==> config.mk <==
export PLATFORM = sky130hd
export DESIGN_NAME = nhit_coincidence_trigger
export DESIGN_NICKNAME = d
export VERILOG_FILES = /design/src/rtl/nct_pkg.sv /design/src/rtl/nct_front.sv /design/src/rtl/nct_queue.sv /design/src/rtl/nct_back.sv /design/src/rtl/nhit_coincidence_trigger.sv
export SDC_FILE = /design/constraint.sdc
export NUM_CORES = 1
export LEC_CHECK = 0
export BUFFER_PORTS_ARGS = -buffer_cell sky130_fd_sc_hd__buf_4
export CORE_MARGIN = 2
export CORE_UTILIZATION = 60
export DETAILED_ROUTE_END_ITERATION = 6
export PLACE_DENSITY = 0.8
export SETUP_SLACK_MARGIN = 0.02
export SYNTH_ARGS = -nofsm -noshare
export SYNTH_HDL_FRONTEND = slang
export SYNTH_HIERARCHICAL = 1
export SYNTH_SLANG_ARGS = --single-unit
==> constraint.sdc <==
create_clock -name clk -period 6.25 [get_ports clk]
set_input_delay 1.25 -clock clk [delete_from_list [all_inputs] [get_ports clk]]
set_output_delay 1.25 -clock clk [all_outputs]
set_load 0.01 [all_outputs]
==> src/rtl/nct_pkg.sv <==
// nct_pkg: shared types, constants and helpers for the nhit coincidence trigger
// no dependencies

package nct_pkg;

  // channel word and per-tick count widths
  localparam int unsigned LEVELS_W  = 64;
  localparam int unsigned COUNT_W   = 7;
  localparam int unsigned TICK_W    = 48;

  // popcount split into groups of eight channels
  localparam int unsigned GROUP_N   = 8;
  localparam int unsigned GROUP_W   = LEVELS_W / GROUP_N;
  localparam int unsigned GCNT_W    = 4;

  // configuration register widths and indexes
  localparam int unsigned THR_W     = 7;
  localparam int unsigned BEGIN_W   = 12;
  localparam int unsigned END_W     = 11;
  localparam int unsigned CFG_W     = 12;
  localparam int unsigned CFG_IDX_W = 2;

  localparam logic [CFG_IDX_W-1:0] REG_HIT_THRESHOLD = 2'd0;
  localparam logic [CFG_IDX_W-1:0] REG_GATE_BEGIN    = 2'd1;
  localparam logic [CFG_IDX_W-1:0] REG_GATE_END      = 2'd2;

  // register reset values
  localparam logic [THR_W-1:0]   THR_RESET   = 7'd10;
  localparam logic [BEGIN_W-1:0] BEGIN_RESET = 12'hF9C;
  localparam logic [END_W-1:0]   END_RESET   = 11'd400;

  // gate length as signed, lockout counter as unsigned (at most 4094)
  localparam int unsigned GLEN_W    = 13;
  localparam int unsigned LOCK_W    = 12;

  // upper bound on reported count
  localparam logic [COUNT_W-1:0] COUNT_MAX = 7'd64;

  // one classified tick, as handed from front to back
  typedef struct packed {
    logic                            rising_any;
    logic [GROUP_N-1:0][GCNT_W-1:0]  part_cnt;
  } tick_entry_t;

  // popcount of one group of eight channels
  function automatic logic [GCNT_W-1:0] popcount8(input logic [GROUP_W-1:0] v);
    logic [GCNT_W-1:0] n;
    n = '0;
    for (int i = 0; i < GROUP_W; i++) begin
      n = n + GCNT_W'(v[i]);
    end
    return n;
  endfunction

endpackage

==> src/rtl/nct_front.sv <==
// nct_front: accepts level words, finds rising edges, forms group counts
// depends on nct_pkg

module nct_front #(
  parameter int unsigned NUM_CHANNELS = 64
) (
  input  logic                                clk,
  input  logic                                rst_n,
  input  logic                                in_valid,
  output logic                                in_stall,
  input  logic [nct_pkg::LEVELS_W-1:0]        in_channel_levels,
  input  logic                                q_full,
  output logic                                q_push,
  output nct_pkg::tick_entry_t                q_wdata
);

  localparam logic [nct_pkg::LEVELS_W-1:0] CHAN_MASK =
    {nct_pkg::LEVELS_W{1'b1}} >> (nct_pkg::LEVELS_W - NUM_CHANNELS);

  logic [nct_pkg::LEVELS_W-1:0] prev_r;
  logic [nct_pkg::LEVELS_W-1:0] prev_nxt;
  logic [nct_pkg::LEVELS_W-1:0] levels;

  // request handshake: take a tick whenever the queue has room
  assign in_stall = q_full;
  assign q_push   = in_valid && !q_full;

  // classify: mask unused channels, rising edges, per-group counts
  always_comb begin
    levels               = in_channel_levels & CHAN_MASK;
    q_wdata.rising_any   = |(levels & ~prev_r);
    for (int g = 0; g < nct_pkg::GROUP_N; g++) begin
      q_wdata.part_cnt[g] =
        nct_pkg::popcount8(levels[g*nct_pkg::GROUP_W +: nct_pkg::GROUP_W]);
    end
    prev_nxt = q_push ? levels : prev_r;
  end

  // previous levels follow every accepted tick, lockout or not
  always_ff @(posedge clk) begin
    if (!rst_n) begin
      prev_r <= '0;
    end else begin
      prev_r <= prev_nxt;
    end
  end

endmodule

==> src/rtl/nct_queue.sv <==
// nct_queue: two-entry queue of classified ticks between front and back
// depends on nct_pkg

module nct_queue (
  input  logic                  clk,
  input  logic                  rst_n,
  input  logic                  push,
  input  nct_pkg::tick_entry_t  wdata,
  output logic                  full,
  input  logic                  pop,
  output logic                  rvalid,
  output nct_pkg::tick_entry_t  rdata
);

  nct_pkg::tick_entry_t mem_r [2];
  logic                 wr_ptr_r, wr_ptr_nxt;
  logic                 rd_ptr_r, rd_ptr_nxt;
  logic [1:0]           cnt_r, cnt_nxt;

  assign full   = (cnt_r == 2'd2);
  assign rvalid = (cnt_r != 2'd0);
  assign rdata  = mem_r[rd_ptr_r];

  // pointer and fill bookkeeping
  always_comb begin
    wr_ptr_nxt = push ? ~wr_ptr_r : wr_ptr_r;
    rd_ptr_nxt = pop  ? ~rd_ptr_r : rd_ptr_r;
    cnt_nxt    = cnt_r + 2'(push) - 2'(pop);
  end

  always_ff @(posedge clk) begin
    if (!rst_n) begin
      wr_ptr_r <= 1'b0;
      rd_ptr_r <= 1'b0;
      cnt_r    <= 2'd0;
    end else begin
      wr_ptr_r <= wr_ptr_nxt;
      rd_ptr_r <= rd_ptr_nxt;
      cnt_r    <= cnt_nxt;
    end
  end

  // entry storage
  always_ff @(posedge clk) begin
    if (push) begin
      mem_r[wr_ptr_r] <= wdata;
    end
  end

endmodule

==> src/rtl/nct_back.sv <==
// nct_back: sums group counts, applies threshold and lockout, stamps ticks
// depends on nct_pkg

module nct_back (
  input  logic                            clk,
  input  logic                            rst_n,
  input  logic                            q_valid,
  input  nct_pkg::tick_entry_t            q_rdata,
  output logic                            q_pop,
  input  logic [nct_pkg::THR_W-1:0]       hit_threshold,
  input  logic [nct_pkg::BEGIN_W-1:0]     gate_begin_offset,
  input  logic [nct_pkg::END_W-1:0]       gate_end_offset,
  output logic                            out_valid,
  input  logic                            out_stall,
  output logic                            out_trigger_fired,
  output logic [nct_pkg::COUNT_W-1:0]     out_active_count,
  output logic [nct_pkg::TICK_W-1:0]      out_trigger_tick
);

  logic                          ovalid_r, ovalid_nxt;
  logic                          fired_r;
  logic [nct_pkg::COUNT_W-1:0]   count_r;
  logic [nct_pkg::TICK_W-1:0]    ttick_r;
  logic [nct_pkg::TICK_W-1:0]    tick_r, tick_nxt;
  logic [nct_pkg::LOCK_W-1:0]    lock_r, lock_nxt;

  logic [nct_pkg::COUNT_W-1:0]   count;
  logic signed [nct_pkg::GLEN_W-1:0] glen;
  logic                          locked;
  logic                          fire;

  // take the next tick when the output register is free or being emptied
  assign q_pop = q_valid && (!ovalid_r || !out_stall);

  // active count, gate length, fire decision and lockout
  always_comb begin
    count = '0;
    for (int g = 0; g < nct_pkg::GROUP_N; g++) begin
      count = count + nct_pkg::COUNT_W'(q_rdata.part_cnt[g]);
    end
    glen   = $signed({2'b00, gate_end_offset})
           - $signed({gate_begin_offset[nct_pkg::BEGIN_W-1], gate_begin_offset});
    locked = (lock_r != '0);
    fire   = !locked && q_rdata.rising_any && (count >= hit_threshold);

    lock_nxt = lock_r;
    tick_nxt = tick_r;
    if (q_pop) begin
      tick_nxt = tick_r + 1'b1;
      if (fire) begin
        lock_nxt = (glen > 0) ? nct_pkg::LOCK_W'(glen - 1) : '0;
      end else if (locked) begin
        lock_nxt = lock_r - 1'b1;
      end
    end
    ovalid_nxt = q_pop || (ovalid_r && out_stall);
  end

  // control state
  always_ff @(posedge clk) begin
    if (!rst_n) begin
      ovalid_r <= 1'b0;
      tick_r   <= '0;
      lock_r   <= '0;
    end else begin
      ovalid_r <= ovalid_nxt;
      tick_r   <= tick_nxt;
      lock_r   <= lock_nxt;
    end
  end

  // result register
  always_ff @(posedge clk) begin
    if (q_pop) begin
      fired_r <= fire;
      count_r <= count;
      ttick_r <= fire ? tick_r : '0;
    end
  end

  assign out_valid         = ovalid_r;
  assign out_trigger_fired = fired_r;
  assign out_active_count  = count_r;
  assign out_trigger_tick  = ttick_r;

endmodule

==> src/rtl/nhit_coincidence_trigger.sv <==
// nhit_coincidence_trigger: top level of the multiplicity trigger with lockout
// depends on nct_pkg, nct_front, nct_queue, nct_back
//
//   channel  direction  handshake           payload
//   in_      request    in_valid/in_stall   in_channel_levels[63:0]
//   out_     result     out_valid/out_stall fired, active_count[6:0], trigger_tick[47:0]
//   cfg_     write      cfg_we              cfg_index[1:0], cfg_data[11:0]
//
// one tick per cycle sustained while out_stall is low; a taken request is written
// into the queue, then popped into the output register, where out_valid rises
// the front classifies into a two-entry queue, the back fills one output register
// in_stall rises only when the queue is full, i.e. after out_stall backs it up
// synchronous active-low reset clears history, lockout, tick count, queue, out_valid

module nhit_coincidence_trigger #(
  parameter int unsigned NUM_CHANNELS = 64
) (
  input  logic                              clk,
  input  logic                              rst_n,
  input  logic                              in_valid,
  output logic                              in_stall,
  input  logic [nct_pkg::LEVELS_W-1:0]      in_channel_levels,
  output logic                              out_valid,
  input  logic                              out_stall,
  output logic                              out_trigger_fired,
  output logic [nct_pkg::COUNT_W-1:0]       out_active_count,
  output logic [nct_pkg::TICK_W-1:0]        out_trigger_tick,
  input  logic                              cfg_we,
  input  logic [nct_pkg::CFG_IDX_W-1:0]     cfg_index,
  input  logic [nct_pkg::CFG_W-1:0]         cfg_data
);

  logic [nct_pkg::THR_W-1:0]   thr_r;
  logic [nct_pkg::BEGIN_W-1:0] begin_r;
  logic [nct_pkg::END_W-1:0]   end_r;

  logic                  q_push, q_full, q_pop, q_valid;
  nct_pkg::tick_entry_t  q_wdata, q_rdata;

  // configuration registers
  always_ff @(posedge clk) begin
    if (!rst_n) begin
      thr_r   <= nct_pkg::THR_RESET;
      begin_r <= nct_pkg::BEGIN_RESET;
      end_r   <= nct_pkg::END_RESET;
    end else if (cfg_we) begin
      unique case (cfg_index)
        nct_pkg::REG_HIT_THRESHOLD: thr_r   <= cfg_data[nct_pkg::THR_W-1:0];
        nct_pkg::REG_GATE_BEGIN:    begin_r <= cfg_data[nct_pkg::BEGIN_W-1:0];
        nct_pkg::REG_GATE_END:      end_r   <= cfg_data[nct_pkg::END_W-1:0];
        default: ;
      endcase
    end
  end

  // front: accept and classify
  nct_front #(
    .NUM_CHANNELS (NUM_CHANNELS)
  ) u_front (
    .clk               (clk),
    .rst_n             (rst_n),
    .in_valid          (in_valid),
    .in_stall          (in_stall),
    .in_channel_levels (in_channel_levels),
    .q_full            (q_full),
    .q_push            (q_push),
    .q_wdata           (q_wdata)
  );

  // queue between the halves
  nct_queue u_queue (
    .clk    (clk),
    .rst_n  (rst_n),
    .push   (q_push),
    .wdata  (q_wdata),
    .full   (q_full),
    .pop    (q_pop),
    .rvalid (q_valid),
    .rdata  (q_rdata)
  );

  // back: decide and report
  nct_back u_back (
    .clk               (clk),
    .rst_n             (rst_n),
    .q_valid           (q_valid),
    .q_rdata           (q_rdata),
    .q_pop             (q_pop),
    .hit_threshold     (thr_r),
    .gate_begin_offset (begin_r),
    .gate_end_offset   (end_r),
    .out_valid         (out_valid),
    .out_stall         (out_stall),
    .out_trigger_fired (out_trigger_fired),
    .out_active_count  (out_active_count),
    .out_trigger_tick  (out_trigger_tick)
  );

endmodule

==> flow_metrics.tcl, run 1 <==
set metrics [dict create \
    syn_area_per_cell_um2 10.4 \
    powerDensity_nw_per_um2 587 \
    cp.required_ns 6.73 \
    cts_hold_buffers 0 \
    fin_area_um2 17400 \
    fp.dieW_um 164 \
    antenna_found_initial 0 \
    clock_path_buffers 3 \
    grt-busiest-layer "met2" \
    grt_pass1_wl_um 49900 \
    fp.coreArea_um2 25100 \
    tns_ns 0 \
    drt-total-wl_um 31400 \
    synth_edf_count 122 \
    dieArea_um2 26800 \
    insertion_delay_ns 0.55 \
    power_uw 10200 \
    rsz0062_at_grt "no" \
    yosysWarningCount 6 \
    endpoint_kind "flop" \
    synth_fp_nets 1660 \
    setup_viol 0 \
    ios 141 \
    r2r_slack_ns 0.37 \
    routedWlPerCell_um 16.2 \
    dp_slack_ns 0.285 \
    holdWs_ns 0.449 \
    fin_crit_sh 0.941 \
    synth_compound_area_frac 0.100 \
    maxCapViolCount 0 \
    route.vias.total 10420 \
    worst_pin_slew_ns 0.828 \
    globalRoute.totalOverflow 0 \
    grt_pass1_vias 10285 \
    leakagePower_uw 0.00747 \
    slew_headroom 0.448 \
    vdd_drop_max_v 0.00125 \
    clk_pin_slew_ns 0.06 \
    postSynth.asyncResetShare 0 \
    drv_slew 0 \
    netlist_instances 1466 \
    drtPass1Iterations 6 \
    hold_viol 0 \
    yosys_most_used_dff "dfxtp_1" \
    cp.arrival_ns 6.37 \
    path_class "reg2reg" \
    die_h_um 164 \
    cts_root_buffer "clkbuf_16" \
    htree_levels 1 \
    min_path_cells 2 \
    yosysSeqAreaShare 0.449 \
    dpl.hpwl_um 22500 \
    crit_path_start_kind "flop" \
    status "complete, no violations" \
    grtUsageMet1 0.289 \
    regArea_um2 6870 \
    cts_tree "yes" \
    drc 0 \
    drive_gt1_frac 0.162 \
    worst_slack_ns 0.367 \
    grt_max_degree 97 \
    initial_utilization 0.609 \
    ant_nets 0 \
    num_rows 58 \
    synthAdderAreaFrac 0.118 \
    synth_top_family_by_area "simple AND/OR/NAND/NOR gates" \
    met3_usage 0.0368 \
    vias_per_cell 5.36 \
    grt_use_total 0.232 \
    synthMuxAreaShare 0.0480 \
    synth_area_um2 15300 \
    synth-seq-cells 282 \
    fin_worst_skew_ns 0.00835 \
    areaGrowthSynthToFinish_pct 14.0 \
    rr_worst_depth 19 \
    synthSimpleGateAreaFrac 0.178 \
    hp-class "reg2reg" \
    final_nets 1783 \
    gp_congestion 0.873 \
    multiInputGateArea_um2 7370 \
    drtIter0Drc 551 \
    port_buffers 140 \
    placed_area_um2 16400 \
    critPathMaxFanout 12 \
    gr-usage-met2 0.410 \
    clock_sinks 282 \
    yosysUniqueCellTypes 82 \
    period_needed_ns 5.88 \
    cts_made_buffers 30 \
    nFillCells 1935 \
    synth_xor_area_frac 0.0370 \
    fmax_mhz 170 \
    n_antenna_cell 0 \
    cts_setup_buffers 0 \
]
[per-stage QoR]
step | util | instances
6_report | 0.694 | 1943
5_1_grt | 0.694 | 1943
4_1_cts | 0.694 | 1943
3_5_place_dp | 0.654 | 1887
3_3_place_gp | 0.654 | 1887
2_1_floorplan | - | 1466
[cell type report]
cell class | instances | share of cell area
Tap cell | 330 | 0.0237
Clock inverter | 19 | 0.0108
Clock buffer | 37 | 0.0469
Sequential cell | 282 | 0.394
Inverter | 172 | 0.0370
Multi-Input combinational cell | 952 | 0.423
Timing Repair Buffer | 151 | 0.0652
[cells in the final DEF, fill, tap and decap left out, types with 5 or more instances in the layout]
cell type	synthesis	final
nor2b_1	30	29
mux2i_1	25	25
nand4_1	17	17
o31ai_1	7	7
dfxtp_1	160	159
or3_1	13	13
buf_4	7	150
nand2b_1	52	52
o21ai_0	22	22
nor3b_1	5	5
edfxtp_1	122	122
a21o_1	9	9
clkinv_2	0	5
xor2_1	16	16
a21boi_1	56	56
nand3_1	24	24
o2111ai_1	17	17
nor3_1	17	17
nor2_1	25	25
and2_1	96	96
fa_1	56	56
and3_1	7	7
a21oi_1	28	28
clkbuf_16	0	31
nor4_1	5	5
o21a_1	7	7
xnor2_1	46	46
a21boi_0	19	19
nand2_1	195	195
a211oi_1	5	5
mux2_4	30	30
ha_1	55	55
inv_1	171	170
[layer usage]
layer  vias to the layer above  part of all wire
li1                       5160                 -
met1                      4942              0.42
met2                       258              0.50
met3                        60             0.048
met4                         0             0.030
met5                         -                 0
[logic make-up (layout without fill, tap and decap cells)]
| logic type | Yosys count | count (layout) |
|---|---|---|
| AOI/OAI and AO/OA | 203 | 203 |
| xor gates and xnor gates | 63 | 63 |
| adders and majority gates | 111 | 111 |
| buffers and inverters | 232 | 379 |
| DFF | 282 | 282 |
| muxes | 58 | 58 |
| and+or+nand+nor | 517 | 517 |
[Yosys cell counts, types with 17 or more instances]
master     count  area share
ha_1          55       0.045
fa_1          56       0.073
o2111ai_1     17      0.0097
edfxtp_1     122        0.24
inv_1        171       0.042
a21boi_0      19      0.0093
mux2_4        30       0.029
nand3_1       24      0.0079
nor2_1        25      0.0061
dfxtp_1      160        0.21
nand4_1       17      0.0070
o21ai_0       22      0.0072
nor3_1        17      0.0056
xnor2_1       46       0.026
a21boi_1      56       0.027
nand2b_1      52       0.021
and2_1        96       0.039
mux2i_1       25       0.016
clkbuf_1      25      0.0061
a21oi_1       28      0.0092
nor2b_1       30       0.012
nand2_1      195       0.048
[path summary, 6_finish.rpt]
| kind | from | end |
|---|---|---|
| min reg2reg | u_front/prev_r[59] | u_front/prev_r[59] |
| max reg2reg | flop | u_back/lock_r[3] |
| max | flop | u_back/lock_r[3] |
| min | u_front/prev_r[59] | u_front/prev_r[59] |
[state kept, by name, indices dropped and copies added (netlist names), named ones only]
| signal | flops |
|---|---|
| thr_r | 7 |
| begin_r | 12 |
| u_back/out_active_count | 7 |
| u_queue/mem_r | 66 |
| u_back/out_trigger_fired | 1 |
| end_r | 11 |
| u_back/out_trigger_tick | 48 |
| u_front/prev_r | 64 |
| u_queue/cnt_r | 2 |
| u_back/tick_r | 48 |
| u_back/out_valid | 1 |
| u_queue/wr_ptr_r | 1 |
| u_back/lock_r | 12 |
| u_queue/rd_ptr_r | 1 |
[report_power, final]
| group | leakage (uW) | internal (uW) | total (uW) | switching (uW) |
|---|---|---|---|---|
| Combinational | 0.00451 | 2350 | 5780 | 3420 |
| Clock | 0.000487 | 1060 | 1780 | 721 |
| Sequential | 0.00247 | 2540 | 2690 | 145 |
| Total | 0.00747 | 5950 | 10200 | 4290 |
[worst max-delay path, stage by stage (launching register included)]
cell and delay, ns:
dfxtp_2 0.51, buf_4 0.24, mux2_2 0.37, fa_1 0.42, inv_1 0.08, fa_1 0.45
fa_1 0.55, inv_1 0.06, fa_1 0.45, ha_1 0.24, fa_1 0.40, a21o_1 0.19
a21o_1 0.18, ha_1 0.27, o21ai_0 0.17, a311oi_4 0.34, o31ai_1 0.12, a41o_2 0.36
nor3_1 0.29, o21a_1 0.15
[repair_timing]
item	CTS	global route
hold endpoints to repair	0	0
setup endpoints to repair	0	1
gates resized for setup	0	1
No activity file was read; power rests on OpenSTA's default activity.
==> inputs of run 2 (changes only) <==
--- a/config.mk
+++ b/config.mk
@@ -5,10 +5,10 @@
 export SDC_FILE = /design/constraint.sdc
 export NUM_CORES = 1
 export LEC_CHECK = 0
-export BUFFER_PORTS_ARGS = -buffer_cell sky130_fd_sc_hd__buf_4
 export CORE_MARGIN = 2
-export CORE_UTILIZATION = 60
+export CORE_UTILIZATION = 64
 export DETAILED_ROUTE_END_ITERATION = 6
+export DONT_BUFFER_PORTS = 1
 export PLACE_DENSITY = 0.8
 export SETUP_SLACK_MARGIN = 0.02
 export SYNTH_ARGS = -nofsm -noshare
==> run 2 against run 1 <==
  * Global-route usage increased by 1.8 points
  * Critical path depth unchanged
  * Core utilization rose by 0.48 points
  * Final cell count is 7.7% lower
  * Maximum frequency fell by 0.44%
  * Combinational power fell by 9.5%
  * Clock skew increased by 0.013 ns
  * Via count fell by 4.3%
  * Die area down 6.1%
==> flow_metrics.tcl, run 2 (synthesized netlist as in run 1, its figures left out) <==
set metrics [dict create \
    status "complete, no violations" \
    grtUsageMet1 0.305 \
    min_path_cells 2 \
    dpl.hpwl_um 21900 \
    crit_path_start_kind "flop" \
    rr_worst_depth 19 \
    cp.required_ns 6.69 \
    port_buffers 0 \
    vias_per_cell 5.56 \
    holdWs_ns 0.447 \
    vdd_drop_max_v 0.000933 \
    fin_worst_skew_ns 0.0211 \
    dp_slack_ns 0.300 \
    clock_sinks 282 \
    globalRoute.totalOverflow 0 \
    r2r_slack_ns 0.34 \
    drv_slew 0 \
    drtPass1Iterations 5 \
    cts_setup_buffers 0 \
    cts_hold_buffers 0 \
    setup_viol 0 \
    period_needed_ns 5.91 \
    tns_ns 0 \
    endpoint_kind "flop" \
    hold_viol 0 \
    cts_root_buffer "clkbuf_16" \
    powerDensity_nw_per_um2 600 \
    route.vias.total 9967 \
    power_uw 9840 \
    fp.dieW_um 159 \
    leakagePower_uw 0.00679 \
    critPathMaxFanout 18 \
    cts_made_buffers 30 \
    met3_usage 0.0555 \
    fin_crit_sh 0.945 \
    multiInputGateArea_um2 7370 \
    worst_slack_ns 0.341 \
    fp.coreArea_um2 23500 \
    largest_register_ffs 66 \
    largest-register "u_queue/mem_r" \
    grt-busiest-layer "met2" \
    ant_nets 0 \
    initial_utilization 0.652 \
    die_h_um 159 \
    ctsResizeCount 0 \
    grt_use_total 0.250 \
    insertion_delay_ns 0.56 \
    drtIter0Drc 639 \
    worst_pin_slew_ns 0.863 \
    final_nets 1644 \
    clock_path_buffers 3 \
    min-delay-start "u_front/prev_r[1]" \
    grt_max_degree 174 \
    path_class "reg2reg" \
    nFillCells 1783 \
    drc 0 \
    drive_gt1_frac 0.0855 \
    clk_pin_slew_ns 0.06 \
    top_regs "u_queue/mem_r (66), u_front/prev_r (64)" \
    routedWlPerCell_um 17.1 \
    regArea_um2 6870 \
    drt-total-wl_um 30600 \
    cts_tree "yes" \
    slew_headroom 0.420 \
    r2r_end "u_back/lock_r[4]" \
    gp_congestion 0.856 \
    final_common_cell "nand2_1" \
    cp.arrival_ns 6.35 \
    dieArea_um2 25200 \
    n_antenna_cell 0 \
    rsz0062_at_grt "no" \
    hp-class "reg2reg" \
    whs_endpoint "u_front/prev_r[1]" \
    gr-usage-met2 0.436 \
    grt_pass1_wl_um 50000 \
    grt_pass1_vias 10133 \
    maxCapViolCount 0 \
    htree_levels 1 \
    num_rows 56 \
    most-common-layout-cells "nand2_1, inv_1, dfxtp_1, edfxtp_1, and2_1" \
    areaGrowthSynthToFinish_pct 7.30 \
    fmax_mhz 169 \
    antenna_found_initial 0 \
    ios 141 \
]
[run 2: worst max path at each step]
stage / to / slack (ns) / cells after the start
2_1_floorplan: u_back/lock_r[2] / 0.70 / 21
3_3_place_gp: u_back/lock_r[8] / 0.46 / 20
3_5_place_dp: u_back/lock_r[8] / 0.30 / 20
4_1_cts: u_back/lock_r[8] / 0.28 / 20
5_1_grt: u_back/lock_r[4] / 0.03 / 19
6_report: u_back/lock_r[4] / 0.34 / 19
[run 2: critical path: stages, from the launching register on]
cell	delay, ns
dfxtp_2	0.48
buf_12	0.23
mux2_4	0.32
fa_1	0.51
inv_1	0.06
fa_1	0.50
fa_1	0.55
inv_1	0.06
fa_1	0.42
ha_1	0.22
fa_1	0.41
a21o_1	0.20
a21o_1	0.18
ha_1	0.27
o21ai_0	0.37
a31oi_1	0.13
o21ai_0	0.33
buf_4	0.25
nor3_1	0.07
o31a_1	0.23
[run 2: metal layers]
metal	vias to the layer above	wire, um
li1	4879	-
met1	4734	12300
met2	276	15300
met3	78	1900
met4	0	1080
met5	-	0
[run 2: area by class of cell]
type | instances | share of cell area
clock buffers | 33 | 0.0470
clock inverters | 23 | 0.0153
inverters | 172 | 0.0393
multi-input cells | 952 | 0.449
flip-flops and latches | 282 | 0.418
well taps | 319 | 0.0243
repair buffers | 12 | 0.00648
[run 2: where the power goes]
group	switching, uW	internal (uW)	total (uW)
Clock	752	1060	1810
Sequential	240	2550	2790
Combinational	3110	2120	5230
[run 2: metrics by stage]
| stage | util | cell area (um^2) | std cells |
|---|---|---|---|
| CTS | 0.699 | 16400 | 1793 |
| finish | 0.699 | 16400 | 1793 |
| global route | 0.699 | 16400 | 1793 |
| detailed placement | 0.655 | 15400 | 1737 |
| floorplan | - | 15300 | 1466 |
| global placement | 0.655 | 15400 | 1737 |
==> inputs of run 3 (changes only) <==
--- a/config.mk
+++ b/config.mk
@@ -5,11 +5,12 @@
 export SDC_FILE = /design/constraint.sdc
 export NUM_CORES = 1
 export LEC_CHECK = 0
+export ABC_AREA = 1
 export CORE_MARGIN = 2
-export CORE_UTILIZATION = 64
+export CORE_UTILIZATION = 65
 export DETAILED_ROUTE_END_ITERATION = 6
 export DONT_BUFFER_PORTS = 1
-export PLACE_DENSITY = 0.8
+export PLACE_DENSITY = 0.81
 export SETUP_SLACK_MARGIN = 0.02
 export SYNTH_ARGS = -nofsm -noshare
 export SYNTH_HDL_FRONTEND = slang
==> run 3 against run 2 <==
  * Synthesized cell count increased by 27%
  * Critical path depth increased by 1
  * Register-to-register slack about the same
==> flow_metrics.tcl, run 3 <==
set metrics [dict create \
    grt_use_total 0.258 \
    ios 141 \
    clock_sinks 282 \
    port_buffers 0 \
    maxCapViolCount 0 \
    gp_congestion 0.865 \
    yosysWarningCount 6 \
    synth_commonest_cells "inv_1, nand2_1, nor2_1, dfxtp_1, a21oi_1" \
    n_antenna_cell 0 \
    cts_setup_buffers 0 \
    antenna_found_initial 0 \
    areaGrowthSynthToFinish_pct 6.90 \
    setup_viol 0 \
    grt_pass1_vias 11527 \
    cts_root_buffer "clkbuf_16" \
    fp.dieW_um 159 \
    largest_register_ffs 66 \
    initial_utilization 0.663 \
    synth-seq-cells 282 \
    drtPass1Iterations 5 \
    grt_pass1_wl_um 54000 \
    yosys_most_used_dff "dfxtp_1" \
    route.vias.total 11694 \
    postSynth.asyncResetShare 0 \
    drtIter0Drc 689 \
    fin_crit_sh 0.945 \
    final_nets 2047 \
    yosysTopAreaCell "edfxtp_1" \
    cts_tree "yes" \
    cp.required_ns 6.53 \
    final_common_cell "inv_1" \
    num_rows 56 \
    critPathMaxFanout 49 \
    dieArea_um2 25300 \
    tns_ns 0 \
    htree_levels 1 \
    p_int_uw 5790 \
    hold_viol 0 \
    yosysSeqAreaShare 0.440 \
    netlist_instances 1866 \
    synth_top_area_frac 0.235 \
    drc 0 \
    clk_pin_slew_ns 0.06 \
    synth_area_leaders "edfxtp_1, dfxtp_1, inv_1, nand2_1, fa_1" \
    endpoint_kind "flop" \
    drt-total-wl_um 32900 \
    die_h_um 159 \
    ant_nets 0 \
    p_seq_frac 0.276 \
    vdd_drop_max_v 0.00113 \
    syn_area_per_cell_um2 8.36 \
    path_class "reg2reg" \
    synth_fp_nets 2060 \
    drive_gt1_frac 0.0608 \
    worst_pin_slew_ns 0.923 \
    fmax_mhz 169 \
    leakagePower_uw 0.00738 \
    fin_cells 2195 \
    swShare 0.440 \
    crit_path_start_kind "flop" \
    clock_path_buffers 3 \
    p_sw_uw 4550 \
    fin_worst_skew_ns 0.00726 \
    synth_area_um2 15600 \
    nFillCells 1877 \
    most-common-layout-cells "inv_1, nand2_1, nor2_1, dfxtp_1, a21oi_1" \
    grt_max_degree 135 \
    drv_slew 0 \
    hp-class "reg2reg" \
    globalRoute.totalOverflow 0 \
    synth_edf_count 122 \
    cp.arrival_ns 6.18 \
    cts_made_buffers 29 \
    rsz0062_at_grt "no" \
    clockPowerShare 0.159 \
    routedWlPerCell_um 15.0 \
    min-delay-start "u_front/prev_r[48]" \
    status "complete, no violations" \
    yosysUniqueCellTypes 45 \
    period_needed_ns 5.91 \
    p_comb_frac 0.564 \
    powerDensity_nw_per_um2 620 \
    top_regs "u_queue/mem_r (66), u_front/prev_r (64)" \
    insertion_delay_ns 0.55 \
    dpl.hpwl_um 23600 \
    largest-register "u_queue/mem_r" \
    vias_per_cell 5.33 \
    post-synth-top-count-cell "inv_1" \
    dp.cells 2141 \
    slew_headroom 0.381 \
    fp.coreArea_um2 23500 \
]
## run 3: cell types whose count changed after synthesis, moves of 18 or more
cell      change
a21boi_0     -18
a21boi_1     -56
a21oi_1     +112
and2_1       -95
inv_1       +214
mux2i_1      -25
nand2_1     +146
nand2b_1     -52
nand3_1      +58
nor2_1      +153
nor2b_1      -30
o21ai_0      +68
xnor2_1      -33
## run 3: area by class of cell
| cell class | instances | area, um^2 | share of cell area |
|---|---|---|---|
| repair buffers | 6 | 57.6 | 0.00345 |
| inverters | 391 | 1470 | 0.0881 |
| flip-flops and latches | 282 | 6870 | 0.412 |
| multi-input cells | 1143 | 6980 | 0.418 |
| clock inverters | 10 | 80.1 | 0.00480 |
| clock buffers | 44 | 826 | 0.0495 |
| well taps | 319 | 399 | 0.0239 |
## run 3: power by group through the flow
stage,combinational [uW],clock [uW],sequential (uW)
floorplan,4250,0,2820
global placement,5070,0,2880
detailed placement,5570,0,2900
CTS,5750,1680,2860
global route,6530,1760,2890
finish,5830,1650,2860
## run 3: path summary, 6_finish.rpt
path	endpoint	slack [ns]	cells past startpoint
setup / recovery	u_back/out_trigger_tick[34]	0.34	20
hold / removal	u_front/prev_r[48]	0.45	2
setup reg to reg	u_back/out_trigger_tick[34]	0.34	20
hold reg to reg	u_front/prev_r[48]	0.45	2
## run 3: critical path, stage by stage (launching register included)
cell and delay (ns):
dfxtp_4 0.50, buf_12 0.24, mux2_4 0.33, fa_1 0.53, inv_1 0.04, fa_1 0.49
fa_1 0.62, inv_1 0.09, fa_1 0.46, ha_1 0.24, fa_1 0.42, xor2_1 0.22
ha_1 0.31, a21oi_1 0.15, o21a_1 0.12, nand3_1 0.08, nand2_1 0.09, inv_1 0.05
nand3_2 0.07, buf_4 0.42, nor2_1 0.11
## run 3: repair_timing
action | 4_1_cts | 5_1_grt
endpoints found under the setup margin | 0 | 47
hold buffers | 0 | 0
gates resized for setup | 0 | 2
## run 3: layer usage
layer  track usage  part of all wire
met1         0.325              0.42
met2         0.453              0.49
met3        0.0490             0.067
met5             0                 0
met4        0.0764             0.023
## run 3: cells by family (layout without fill, tap and decap cells)
group	Yosys count	in the layout	synth area share
xor+xnor	37	37	0.0208
simple gates	706	706	0.195
compound gates	256	256	0.0835
flops	282	282	0.440
mux	33	33	0.0310
fa+ha+maj	111	111	0.116
buf+inv	441	451	0.113
## run 3: per-stage QoR
step	worst slack, ns	hold slack [ns]	total power, uW	instance area (um^2)	util
final	0.341	0.450	10300	16700	0.709
after detailed placement	0.317	0.441	8470	15800	0.670
after floorplan	0.925	0.429	7070	15600	-
after global placement	0.488	0.436	7950	15800	0.670
after CTS	0.169	0.450	10300	16700	0.708
after global routing	0.0580	0.467	11200	16700	0.709
